### src/csem_pkg.sv
// Shared types and constants for the counting semaphore with FIFO waiters.
`timescale 1ns / 1ps
`default_nettype none
package csem_pkg;

    localparam int NUM_TASKS = 8;
    localparam int PTR_W     = (NUM_TASKS > 1) ? $clog2(NUM_TASKS) : 1;
    localparam int LEN_W     = $clog2(NUM_TASKS + 1);
    localparam int TASK_W    = 3;
    localparam int COUNT_W   = 8;
    localparam int CFG_IDX_W = 1;

    localparam logic [COUNT_W-1:0] COUNT_MAX = '1;

    localparam logic [CFG_IDX_W-1:0] CFG_MUTEX_MODE = 1'b0;
    localparam logic [CFG_IDX_W-1:0] CFG_LOAD_COUNT = 1'b1;

    typedef enum logic [2:0] {
        ST_ACQUIRED  = 3'd0,
        ST_BLOCKED   = 3'd1,
        ST_RAISED    = 3'd2,
        ST_HANDED    = 3'd3,
        ST_NOT_OWNER = 3'd4,
        ST_FULL      = 3'd5
    } status_t;

    typedef struct packed {
        status_t             status;
        logic                woken_valid;
        logic [TASK_W-1:0]   woken_task;
    } result_t;

endpackage
`default_nettype wire

### src/csem_fifo_mem.sv
// Wait queue storage: one write port, one registered read port.
`timescale 1ns / 1ps
`default_nettype none
module csem_fifo_mem (
    input  wire logic                          clk,
    input  wire logic                          wr_en,
    input  wire logic [csem_pkg::PTR_W-1:0]    wr_addr,
    input  wire logic [csem_pkg::TASK_W-1:0]   wr_data,
    input  wire logic [csem_pkg::PTR_W-1:0]    rd_addr,
    output logic      [csem_pkg::TASK_W-1:0]   rd_data
);
    import csem_pkg::*;

    logic [TASK_W-1:0] mem_q [NUM_TASKS];

    always_ff @(posedge clk)
    begin
        if (wr_en)
        begin
            mem_q[wr_addr] <= wr_data;
        end
    end

    always_ff @(posedge clk)
    begin
        rd_data <= mem_q[rd_addr];
    end

endmodule
`default_nettype wire

### src/csem_core.sv
// Semaphore state, queue pointers, owner tracking and per-request decision.
`timescale 1ns / 1ps
`default_nettype none
module csem_core (
    input  wire logic                            clk,
    input  wire logic                            rst_n,
    input  wire logic                            exec,
    input  wire logic                            op_release,
    input  wire logic [csem_pkg::TASK_W-1:0]     op_id,
    input  wire logic                            cfg_we,
    input  wire logic [csem_pkg::CFG_IDX_W-1:0]  cfg_idx,
    input  wire logic [csem_pkg::COUNT_W-1:0]    cfg_wdata,
    output csem_pkg::result_t                    result
);
    import csem_pkg::*;

    logic [COUNT_W-1:0] count_reg, count_next;
    logic [LEN_W-1:0]   len_reg, len_next;
    logic [PTR_W-1:0]   head_reg, head_next;
    logic               owner_valid_reg, owner_valid_next;
    logic [TASK_W-1:0]  owner_task_reg, owner_task_next;
    logic               mutex_reg, mutex_next;
    logic [COUNT_W-1:0] init_reg, init_next;

    logic [PTR_W:0]     tail_sum;
    logic [PTR_W-1:0]   tail;
    logic [PTR_W-1:0]   head_inc;
    logic               full;
    logic               wr_en;
    logic [TASK_W-1:0]  rd_data;

    csem_fifo_mem u_mem (
        .clk     (clk),
        .wr_en   (wr_en),
        .wr_addr (tail),
        .wr_data (op_id),
        .rd_addr (head_reg),
        .rd_data (rd_data)
    );

    always_comb
    begin
        tail_sum = (PTR_W+1)'(head_reg) + (PTR_W+1)'(len_reg);
        if (tail_sum >= (PTR_W+1)'(NUM_TASKS))
        begin
            tail_sum = tail_sum - (PTR_W+1)'(NUM_TASKS);
        end
        tail     = tail_sum[PTR_W-1:0];
        head_inc = (head_reg == PTR_W'(NUM_TASKS - 1)) ? '0 : head_reg + 1'b1;
        full     = (len_reg == LEN_W'(NUM_TASKS));
    end

    always_comb
    begin
        count_next       = count_reg;
        len_next         = len_reg;
        head_next        = head_reg;
        owner_valid_next = owner_valid_reg;
        owner_task_next  = owner_task_reg;
        mutex_next       = mutex_reg;
        init_next        = init_reg;
        wr_en            = 1'b0;
        result.status      = ST_ACQUIRED;
        result.woken_valid = 1'b0;
        result.woken_task  = '0;

        if (!op_release)
        begin
            if (count_reg != '0)
            begin
                result.status = ST_ACQUIRED;
                if (exec)
                begin
                    count_next = count_reg - 1'b1;
                    if (mutex_reg)
                    begin
                        owner_valid_next = 1'b1;
                        owner_task_next  = op_id;
                    end
                end
            end
            else if (full)
            begin
                result.status = ST_FULL;
            end
            else
            begin
                result.status = ST_BLOCKED;
                if (exec)
                begin
                    wr_en    = 1'b1;
                    len_next = len_reg + 1'b1;
                end
            end
        end
        else if (mutex_reg && (!owner_valid_reg || owner_task_reg != op_id))
        begin
            result.status = ST_NOT_OWNER;
        end
        else if (len_reg != '0)
        begin
            result.status      = ST_HANDED;
            result.woken_valid = 1'b1;
            result.woken_task  = rd_data;
            if (exec)
            begin
                head_next = head_inc;
                len_next  = len_reg - 1'b1;
                if (mutex_reg)
                begin
                    owner_valid_next = 1'b1;
                    owner_task_next  = rd_data;
                end
            end
        end
        else
        begin
            result.status = ST_RAISED;
            if (exec)
            begin
                if (mutex_reg)
                begin
                    owner_valid_next = 1'b0;
                end
                if (count_reg != COUNT_MAX)
                begin
                    count_next = count_reg + 1'b1;
                end
            end
        end

        if (cfg_we)
        begin
            case (cfg_idx)
                CFG_MUTEX_MODE:
                begin
                    mutex_next = cfg_wdata[0];
                end
                CFG_LOAD_COUNT:
                begin
                    init_next = cfg_wdata;
                end
                default:
                begin
                    init_next = init_reg;
                end
            endcase
            count_next       = mutex_next ? COUNT_W'(1) : init_next;
            len_next         = '0;
            head_next        = '0;
            owner_valid_next = 1'b0;
        end
    end

    always_ff @(posedge clk or negedge rst_n)
    begin
        if (!rst_n)
        begin
            count_reg       <= '0;
            len_reg         <= '0;
            head_reg        <= '0;
            owner_valid_reg <= 1'b0;
            mutex_reg       <= 1'b0;
            init_reg        <= '0;
        end
        else
        begin
            count_reg       <= count_next;
            len_reg         <= len_next;
            head_reg        <= head_next;
            owner_valid_reg <= owner_valid_next;
            mutex_reg       <= mutex_next;
            init_reg        <= init_next;
        end
    end

    always_ff @(posedge clk)
    begin
        owner_task_reg <= owner_task_next;
    end

endmodule
`default_nettype wire

### src/counting_semaphore_fifo_waiters.sv
// Top level: request sequencing, configuration port and result register.
//
// Counting semaphore with a FIFO of blocked task ids and an optional mutex mode.
// Request channel (in_valid/in_ready, mode, task_id): mode 0 waits or
// acquires, mode 1 signals or releases. Each request yields exactly one
// result on the result channel (out_valid/out_ready, status, woken_valid,
// woken_task).
// A request is taken in S_IDLE, where the transfer issues the read of the
// queue head from the wait memory; S_EXEC uses the registered head entry,
// updates state and loads the result register.
// No new request is accepted until the current one has left S_EXEC; the
// result is marked valid in the result register as S_EXEC completes.
// The result register lets a new request transfer while a result still
// waits; if the receiver stalls with a result pending, the next request
// holds in its execute cycle until out_ready frees the register.
// Configuration (cfg_valid/cfg_ready, cfg_index, cfg_data) is taken only
// while no request is in flight; any write reloads the count (1 in mutex
// mode, else the programmed start count) and clears the queue and owner.
// Reset: mutex mode off, count zero, queue empty, no owner.
`timescale 1ns / 1ps
`default_nettype none
module counting_semaphore_fifo_waiters (
    input  wire logic                            clk,
    input  wire logic                            rst_n,
    input  wire logic                            in_valid,
    output logic                                 in_ready,
    input  wire logic                            mode,
    input  wire logic [csem_pkg::TASK_W-1:0]     task_id,
    output logic                                 out_valid,
    input  wire logic                            out_ready,
    output logic      [2:0]                      status,
    output logic                                 woken_valid,
    output logic      [csem_pkg::TASK_W-1:0]     woken_task,
    input  wire logic                            cfg_valid,
    output logic                                 cfg_ready,
    input  wire logic [csem_pkg::CFG_IDX_W-1:0]  cfg_index,
    input  wire logic [csem_pkg::COUNT_W-1:0]    cfg_data
);
    import csem_pkg::*;

    typedef enum logic [1:0] {
        S_IDLE = 2'b01,
        S_EXEC = 2'b10
    } state_t;

    state_t            state_reg, state_next;
    logic              op_reg;
    logic [TASK_W-1:0] id_reg;
    logic              out_valid_reg, out_valid_next;
    result_t           out_reg;
    result_t           result;
    logic              in_xfer;
    logic              exec;

    assign in_ready  = (state_reg == S_IDLE);
    assign cfg_ready = (state_reg == S_IDLE);
    assign in_xfer   = in_valid && in_ready;
    assign exec      = (state_reg == S_EXEC) && (!out_valid_reg || out_ready);

    csem_core u_core (
        .clk        (clk),
        .rst_n      (rst_n),
        .exec       (exec),
        .op_release (op_reg),
        .op_id      (id_reg),
        .cfg_we     (cfg_valid && cfg_ready),
        .cfg_idx    (cfg_index),
        .cfg_wdata  (cfg_data),
        .result     (result)
    );

    always_comb
    begin
        state_next     = state_reg;
        out_valid_next = out_valid_reg;
        if (out_valid_reg && out_ready)
        begin
            out_valid_next = 1'b0;
        end
        case (state_reg)
            S_IDLE:
            begin
                if (in_xfer)
                begin
                    state_next = S_EXEC;
                end
            end
            S_EXEC:
            begin
                if (exec)
                begin
                    state_next     = S_IDLE;
                    out_valid_next = 1'b1;
                end
            end
            default:
            begin
                state_next = S_IDLE;
            end
        endcase
    end

    always_ff @(posedge clk or negedge rst_n)
    begin
        if (!rst_n)
        begin
            state_reg     <= S_IDLE;
            out_valid_reg <= 1'b0;
        end
        else
        begin
            state_reg     <= state_next;
            out_valid_reg <= out_valid_next;
        end
    end

    always_ff @(posedge clk)
    begin
        if (in_xfer)
        begin
            op_reg <= mode;
            id_reg <= task_id;
        end
        if (exec)
        begin
            out_reg <= result;
        end
    end

    assign out_valid   = out_valid_reg;
    assign status      = out_reg.status;
    assign woken_valid = out_reg.woken_valid;
    assign woken_task  = out_reg.woken_task;

endmodule
`default_nettype wire
### config.mk
export PLATFORM = sky130hd
export DESIGN_NAME = counting_semaphore_fifo_waiters
export DESIGN_NICKNAME = d
export VERILOG_FILES = /design/src/csem_pkg.sv /design/src/csem_fifo_mem.sv /design/src/csem_core.sv /design/src/counting_semaphore_fifo_waiters.sv
export SDC_FILE = /design/constraint.sdc
export NUM_CORES = 1
export LEC_CHECK = 0
export BUFFER_PORTS_ARGS = -buffer_cell sky130_fd_sc_hd__buf_4
export CORE_MARGIN = 3
export CORE_UTILIZATION = 60
export CTS_BUF_LIST = sky130_fd_sc_hd__clkbuf_8
export CTS_CLUSTER_SIZE = 16
export DETAILED_ROUTE_END_ITERATION = 8
export PLACE_DENSITY = 0.8
export SLEW_MARGIN = 5
export SYNTH_ARGS = -nofsm -noshare
export SYNTH_HDL_FRONTEND = slang
export SYNTH_SLANG_ARGS = --single-unit
### constraint.sdc
create_clock -name clk -period 6.25 [get_ports clk]
set_input_delay 0.3125 -clock clk [delete_from_list [all_inputs] [get_ports clk]]
set_output_delay 0.3125 -clock clk [all_outputs]
set_load 0.03 [all_outputs]
==> metrics.yaml, run 1 <==
die:
  start_util_pct: 62.6
  core_area_sq_um: 5540
  die_x_microns: 82.0
  dieArea_sq_um: 6730
  ioPinCount: 28
  die_h_microns: 82.0
  std_cell_rows: 27
drt:
  top_layer: "met4"
  drc: 0
  route.vias.total: 2269
  wirelength_microns: 6510
  dr.pass1.iters: 4
  ant_nets: 0
  via_per_inst: 5.94
  wl_met2_microns: 2960
  wirelength_met1_microns: 3030
  drtIter0Drc: 147
  met3_length_microns: 405
  wire_per_inst_microns: 17.0
cells_and_area:
  final_nets: 337
  fin_util_pct: 71.0
  fillCellCount: 395
  largest_reg_flops: 24
  n_antenna_cell: 0
  syn2layout_area_growth_pct: 13.4
  stdcell_count: 382
  regArea_sq_um: 1900
  multiInputGateArea_sq_um: 1470
  drive_gt1_share_pct: 23.9
timing:
  grt_setup_unrepaired: "false"
  skew_ns: 0.00995
  finalMaxSlewViolations: 0
  fin_crit_ns: 2.98
  setup_violations: 0
  tns_ns: 0
  finalWorstSetupSlack_ns: 3.27
  fmax_mhz: 335
  hold_violations: 0
  worstMarginPinSlew_ns: 0.759
  max_slew_margin_pct: 49.4
  timing.final.crit_share_pct: 47.7
critical_path:
  cp_slowest_cell: "edfxtp_1"
  r2r_start: "op_reg"
  cp_max_fo: 14
  worst_setup_path_start_kind: "register"
  critical-path-max-stage-delay_ns: 0.62
  r2r_slack_ns: 3.27
  cp_top_family: "simple AND/OR/NAND/NOR gates"
  r2r_cells: 7
  path_class: "register to register"
  crit_chain: "clkinv_1 -> ha_1 -> or2_2 -> a21oi_1 -> nor3_1 -> o211ai_1 -> or3b_1"
  timing.rr.end: "u_core.count_reg[7]"
  cp.arrival_ns: 3.20
  crit_buf_inv: 1
  cp-end-kind: "register"
  required_ns: 6.47
logic_synthesis:
  synthArstFlopShare_pct: 40.6
  synth_common_cells: "38 x edfxtp_1, 27 x dfrtp_1, 19 x a21oi_1, 15 x nand2_1"
  syn_inst: 274
  synth_top_area_share_pct: 32.9
  ys_ff_latch: 69
  syn_area_sq_um: 3470
  synthTopCellsByArea: "edfxtp_1 33%, dfrtp_1 19%, mux2_2 4.5%, ha_1 4.0%, mux4_2 3.9%"
  yosysUniqueCellTypes: 58
  synth_enable_flop_cells: 38
  post-synth-top-area-cell: "edfxtp_1"
  synthFlopType: "edfxtp_1"
  syn_nets: 306
  yosysWarnings: 0
  synthMostInstantiatedCell: "edfxtp_1"
  ys_seq_area_share_pct: 54.9
  syn_area_per_cell_sq_um: 12.7
cts:
  clk_pin_slew_ns: 0.07
  cts_root_buf: "clkbuf_8"
  cts_buffers: 9
  cts.path.max_buffers: 2
  ctsHtreeMaxLevel: 3
  clock_latency_ns: 0.34
  cts_tree: "yes"
  cts_sinks: 69
  cts_resized: 0
power_and_ir_drop:
  swShare_pct: 30.9
  seqPwrFrac_pct: 47.2
  power_frac_comb_pct: 23.5
  clkPwrFrac_pct: 29.3
  p_leak_nw: 1.52
  p_per_area_nw_per_um2: 314
  irDropWorstVdd_uv: 224
  p_sw_mw: 0.381
  p_total_mw: 1.23
  p_int_mw: 0.853
placed_design:
  dp.cells: 365
  hpwlAfterDp_microns: 4720
  portBuffers: 27
  pre_cts_slack_ns: 3.30
  gp_congestion: 0.847
flow_run:
  maxCapViolations: 0
global_routing:
  antenna_found_initial: 0
  grt-ovfl-total: 0
  grt_pass1_vias: 2259
  grt_start_max_net_pins: 29
  grtUsageTotal_pct: 22.1
  grt_pass1_wl_microns: 10800
worst_hold_path:
  hold_depth: 1
  min-delay-start: "task_id[1]"
  min_to: "id_reg[1]"
  min_path_type: "input port to register"
outcome:
  outcome: "complete, no violations"
==> cell usage in the layout, fill, tap and decap left out, types with 3 or more instances in the layout <==
cell type	Yosys	routed
and3_1	3	3
mux2i_1	9	9
mux4_2	6	6
nand2_1	15	15
nand3_1	7	7
dfrtp_1	27	27
o31ai_1	3	3
nand4_1	4	4
o22ai_1	4	4
fa_1	3	3
o21ai_0	5	5
mux2_2	14	14
buf_4	1	27
dfxtp_1	3	3
inv_1	14	15
o32a_1	4	4
clkbuf_8	0	9
edfxtp_1	38	38
ha_1	11	11
xnor2_1	11	11
nor2b_1	5	5
nor3_1	4	4
a21oi_1	19	19
nand2b_1	5	5
nor2_1	13	13
==> area by class of cell <==
type / count / share of cell area (%)
flip-flops and latches: 69 / 48.4
multi-input cells: 182 / 37.5
repair buffers: 28 / 5.41
clock buffers: 9 / 3.15
well taps: 72 / 2.29
clock inverters: 7 / 1.91
inverters: 15 / 1.43
==> cell families (layout without fill, tap and decap cells) <==
family	count (synthesis)	after routing	share of synthesized area, %
muxes	29	29	11.0
buffers and inverters	23	59	2.67
xor gates and xnor gates	12	12	3.03
AOI/OAI and AO/OA	55	55	11.2
DFF	69	69	54.9
adders and majority gates	14	14	5.70
and+or+nand+nor	72	72	11.5
==> timing repair <==
| item | 4_1_cts | 5_1_grt |
|---|---|---|
| hold buffers | 1 | 0 |
| hold endpoints to repair | 27 | 0 |
| endpoints found under the setup margin | 0 | 0 |
| buffers inserted | 0 | 0 |
==> worst max path at each step <==
stage               slack (ns)  startpoint  cells past startpoint                  end
floorplan                 3.66      op_reg                      8  u_core.count_reg[7]
CTS                       3.28      op_reg                      7  u_core.count_reg[7]
detailed placement        3.30      op_reg                      7  u_core.count_reg[7]
global route              3.05      op_reg                      7  u_core.count_reg[7]
global placement          3.41      op_reg                      7  u_core.count_reg[7]
finish                    3.27      op_reg                      7  u_core.count_reg[7]
==> metrics by stage <==
step                      area [sq um]  hold WS (ns)
after CTS                         3940         0.132
after detailed placement          3730         0.263
after global placement            3730         0.259
final                             3940         0.150
after floorplan                   3470        0.0169
after global routing              3940         0.123
==> power groups by stage <==
| stage | registers, mW | clock network, mW | logic [mW] |
|---|---|---|---|
| 2_1_floorplan | 0.579 | 0 | 0.220 |
| 3_3_place_gp | 0.589 | 0 | 0.279 |
| 3_5_place_dp | 0.591 | 0 | 0.286 |
| 4_1_cts | 0.581 | 0.371 | 0.290 |
| 5_1_grt | 0.590 | 0.389 | 0.325 |
| 6_report | 0.583 | 0.362 | 0.290 |
==> routing by layer <==
| layer | GRT usage, % | up-vias |
|---|---|---|
| met5 | 0 | - |
| met4 | 9.63 | 0 |
| met3 | 5.59 | 12 |
| met2 | 32.6 | 74 |
| met1 | 31.0 | 1084 |
| li1 | - | 1099 |
(Power assumes the default switching activity.)
==> inputs of run 2 (changes only) <==
clock period = 3.07 ns   (was 6.25 ns; I/O delays follow)
==> run 2 against run 1 <==
  * Hold slack lost 0.10 ns
  * Clock power is 81% higher
  * Critical path depth decreased by 2
  * Total power is 98% higher
  * Sequential power up 100%
  * Setup slack worse by 2.8 ns
  * Critical endpoint is now u_core.u_mem.mem_q[2][2]
  * Highest routed layer unchanged
==> metrics.yaml, run 2 (synthesized netlist as in run 1, its figures left out) <==
timing:
  fin_crit_ns: 2.65  # -0.334 ns
  timing.final.crit_share_pct: 86.3  # +39 points
  max_slew_margin_pct: 55.6  # +6.2 points
  finalMaxSlewViolations: 0  # unchanged
  tns_ns: 0  # unchanged
  skew_ns: 0.00822  # -0.00172 ns
  fmax_mhz: 377  # +13%
  setup_violations: 0  # unchanged
  hold_violations: 0  # unchanged
  worstMarginPinSlew_ns: 0.657  # -0.102 ns
  grt_setup_unrepaired: "false"
cts:
  cts_tree: "yes"
  cts_sinks: 69  # unchanged
  ctsHtreeMaxLevel: 3  # unchanged
  hold_buffers: 5  # +4
  clock_latency_ns: 0.34  # about the same
  clk_pin_slew_ns: 0.08  # about the same
  cts_resized: 0  # unchanged
  cts.path.max_buffers: 2  # unchanged
  post-cts-setup-buffers: 0  # unchanged
  cts_buffers: 9  # unchanged
  cts_root_buf: "clkbuf_8"
critical_path:
  cp_max_fo: 5  # -9
  required_ns: 3.07  # -3.40 ns
  path_class: "register to register"
  worst_setup_path_start_kind: "register"
  cp-end-kind: "register"
  cp.arrival_ns: 2.65  # -0.55 ns
global_routing:
  grt_pass1_wl_microns: 11300  # +4.9%
  grtUsageTotal_pct: 23.1  # +1.0 points
  grt-ovfl-total: 0  # unchanged
  grt_start_max_net_pins: 29  # unchanged
  grt_pass1_vias: 2340  # +3.6%
  antenna_found_initial: 0  # unchanged
power_and_ir_drop:
  p_total_mw: 2.45  # +98%
  p_per_area_nw_per_um2: 613  # +95%
  p_leak_nw: 1.56  # +2.7%
  irDropWorstVdd_uv: 433  # +93%
flow_run:
  maxCapViolations: 0  # unchanged
drt:
  dr.pass1.iters: 4  # unchanged
  via_per_inst: 5.97  # +0.50%
  ant_nets: 0  # unchanged
  drc: 0  # unchanged
  route.vias.total: 2340  # +3.1%
  wire_per_inst_microns: 17.7  # +3.7%
  drtIter0Drc: 145  # -1.4%
  wirelength_microns: 6930  # +6.5%
die:
  die_x_microns: 82.0  # unchanged
  core_area_sq_um: 5540  # unchanged
  dieArea_sq_um: 6730  # unchanged
  die_h_microns: 82.0  # unchanged
  ioPinCount: 28  # unchanged
  start_util_pct: 62.6  # unchanged
  std_cell_rows: 27  # unchanged
cells_and_area:
  syn2layout_area_growth_pct: 15.2
  mostFrequentLayoutCells: "38 x edfxtp_1, 33 x buf_4, 27 x dfrtp_1"
  largest_reg_flops: 24  # unchanged
  drive_gt1_share_pct: 25.0  # +1.1 points
  layout_commonest_cell: "edfxtp_1"
  n_antenna_cell: 0  # unchanged
  final_nets: 347  # +3.0%
placed_design:
  portBuffers: 27  # unchanged
  gp_congestion: 0.890  # +5.1%
  hpwlAfterDp_microns: 5010  # +6.2%
outcome:
  outcome: "complete, no violations"
worst_hold_path:
  min_path_type: "input port to register"
run 2: cell count changes in the layout (fill, tap and decap cells not counted):
cell / delta
clkinvlp_4: -1
clkinv_2: +1
dlygate4sd3_1: +4
buf_4: +6
clkinv_4: +1
bufinv_16: -1
run 2: final timing paths:
kind	slack, ns	to	cells past startpoint	startpoint
worst max-delay path	0.42	u_core.u_mem.mem_q[2][2]	5	u_core.count_reg[0]
worst min-delay path	0.05	u_core.init_reg[4]	2	cfg_data[4]
worst max register to register	0.42	u_core.u_mem.mem_q[2][2]	5	u_core.count_reg[0]
worst min register to register	0.51	u_core.init_reg[2]	1	u_core.init_reg[2]
max in group asynchronous	2.50	state_reg[0]	2	rst_n
min in group asynchronous	0.26	u_core.head_reg[2]	2	rst_n
run 2: cell type report:
| type | count | area, sq um |
|---|---|---|
| clock buffers | 9 | 124 |
| fillers | 391 | 1540 |
| flip-flops and latches | 69 | 1900 |
| clock inverters | 7 | 51.3 |
| multi-input cells | 182 | 1470 |
| inverters | 15 | 56.3 |
| repair buffers | 38 | 298 |
| well taps | 72 | 90.1 |
run 2: per-layer routing:
metal  up-vias  share of wire (%)  track usage (%)
met1      1151                 47             31.8
met5         -                  0                0
met3         9                3.8             4.17
met4         0                1.3             9.30
li1       1121                  -                -
met2        59                 48             36.3
run 2: critical path, cell delays in order, from the launching register on:
cell,delay (ns)
dfrtp_1,0.45
or4_4,0.58
or2_1,0.30
nor4_2,0.41
nand2b_1,0.21
nor3_1,0.36
run 2: report_power, final:
part	switching (mW)	leakage, nW	internal, mW
clock	0.359	0.0967	0.298
combinational	0.328	0.745	0.287
sequential	0.0976	0.717	1.08
run 2: per-stage QoR:
stage	util [%]	cells	worst slack [ns]	hold WS [ns]	instance area (sq um)
after floorplan	-	274	0.480	-0.142	3470
after CTS	72.1	392	0.422	0.0421	4000
after global routing	72.1	392	0.301	0.0468	4000
final	72.1	392	0.421	0.0498	4000
after detailed placement	68.1	371	0.447	0.0989	3770
after global placement	68.1	371	0.609	0.102	3770
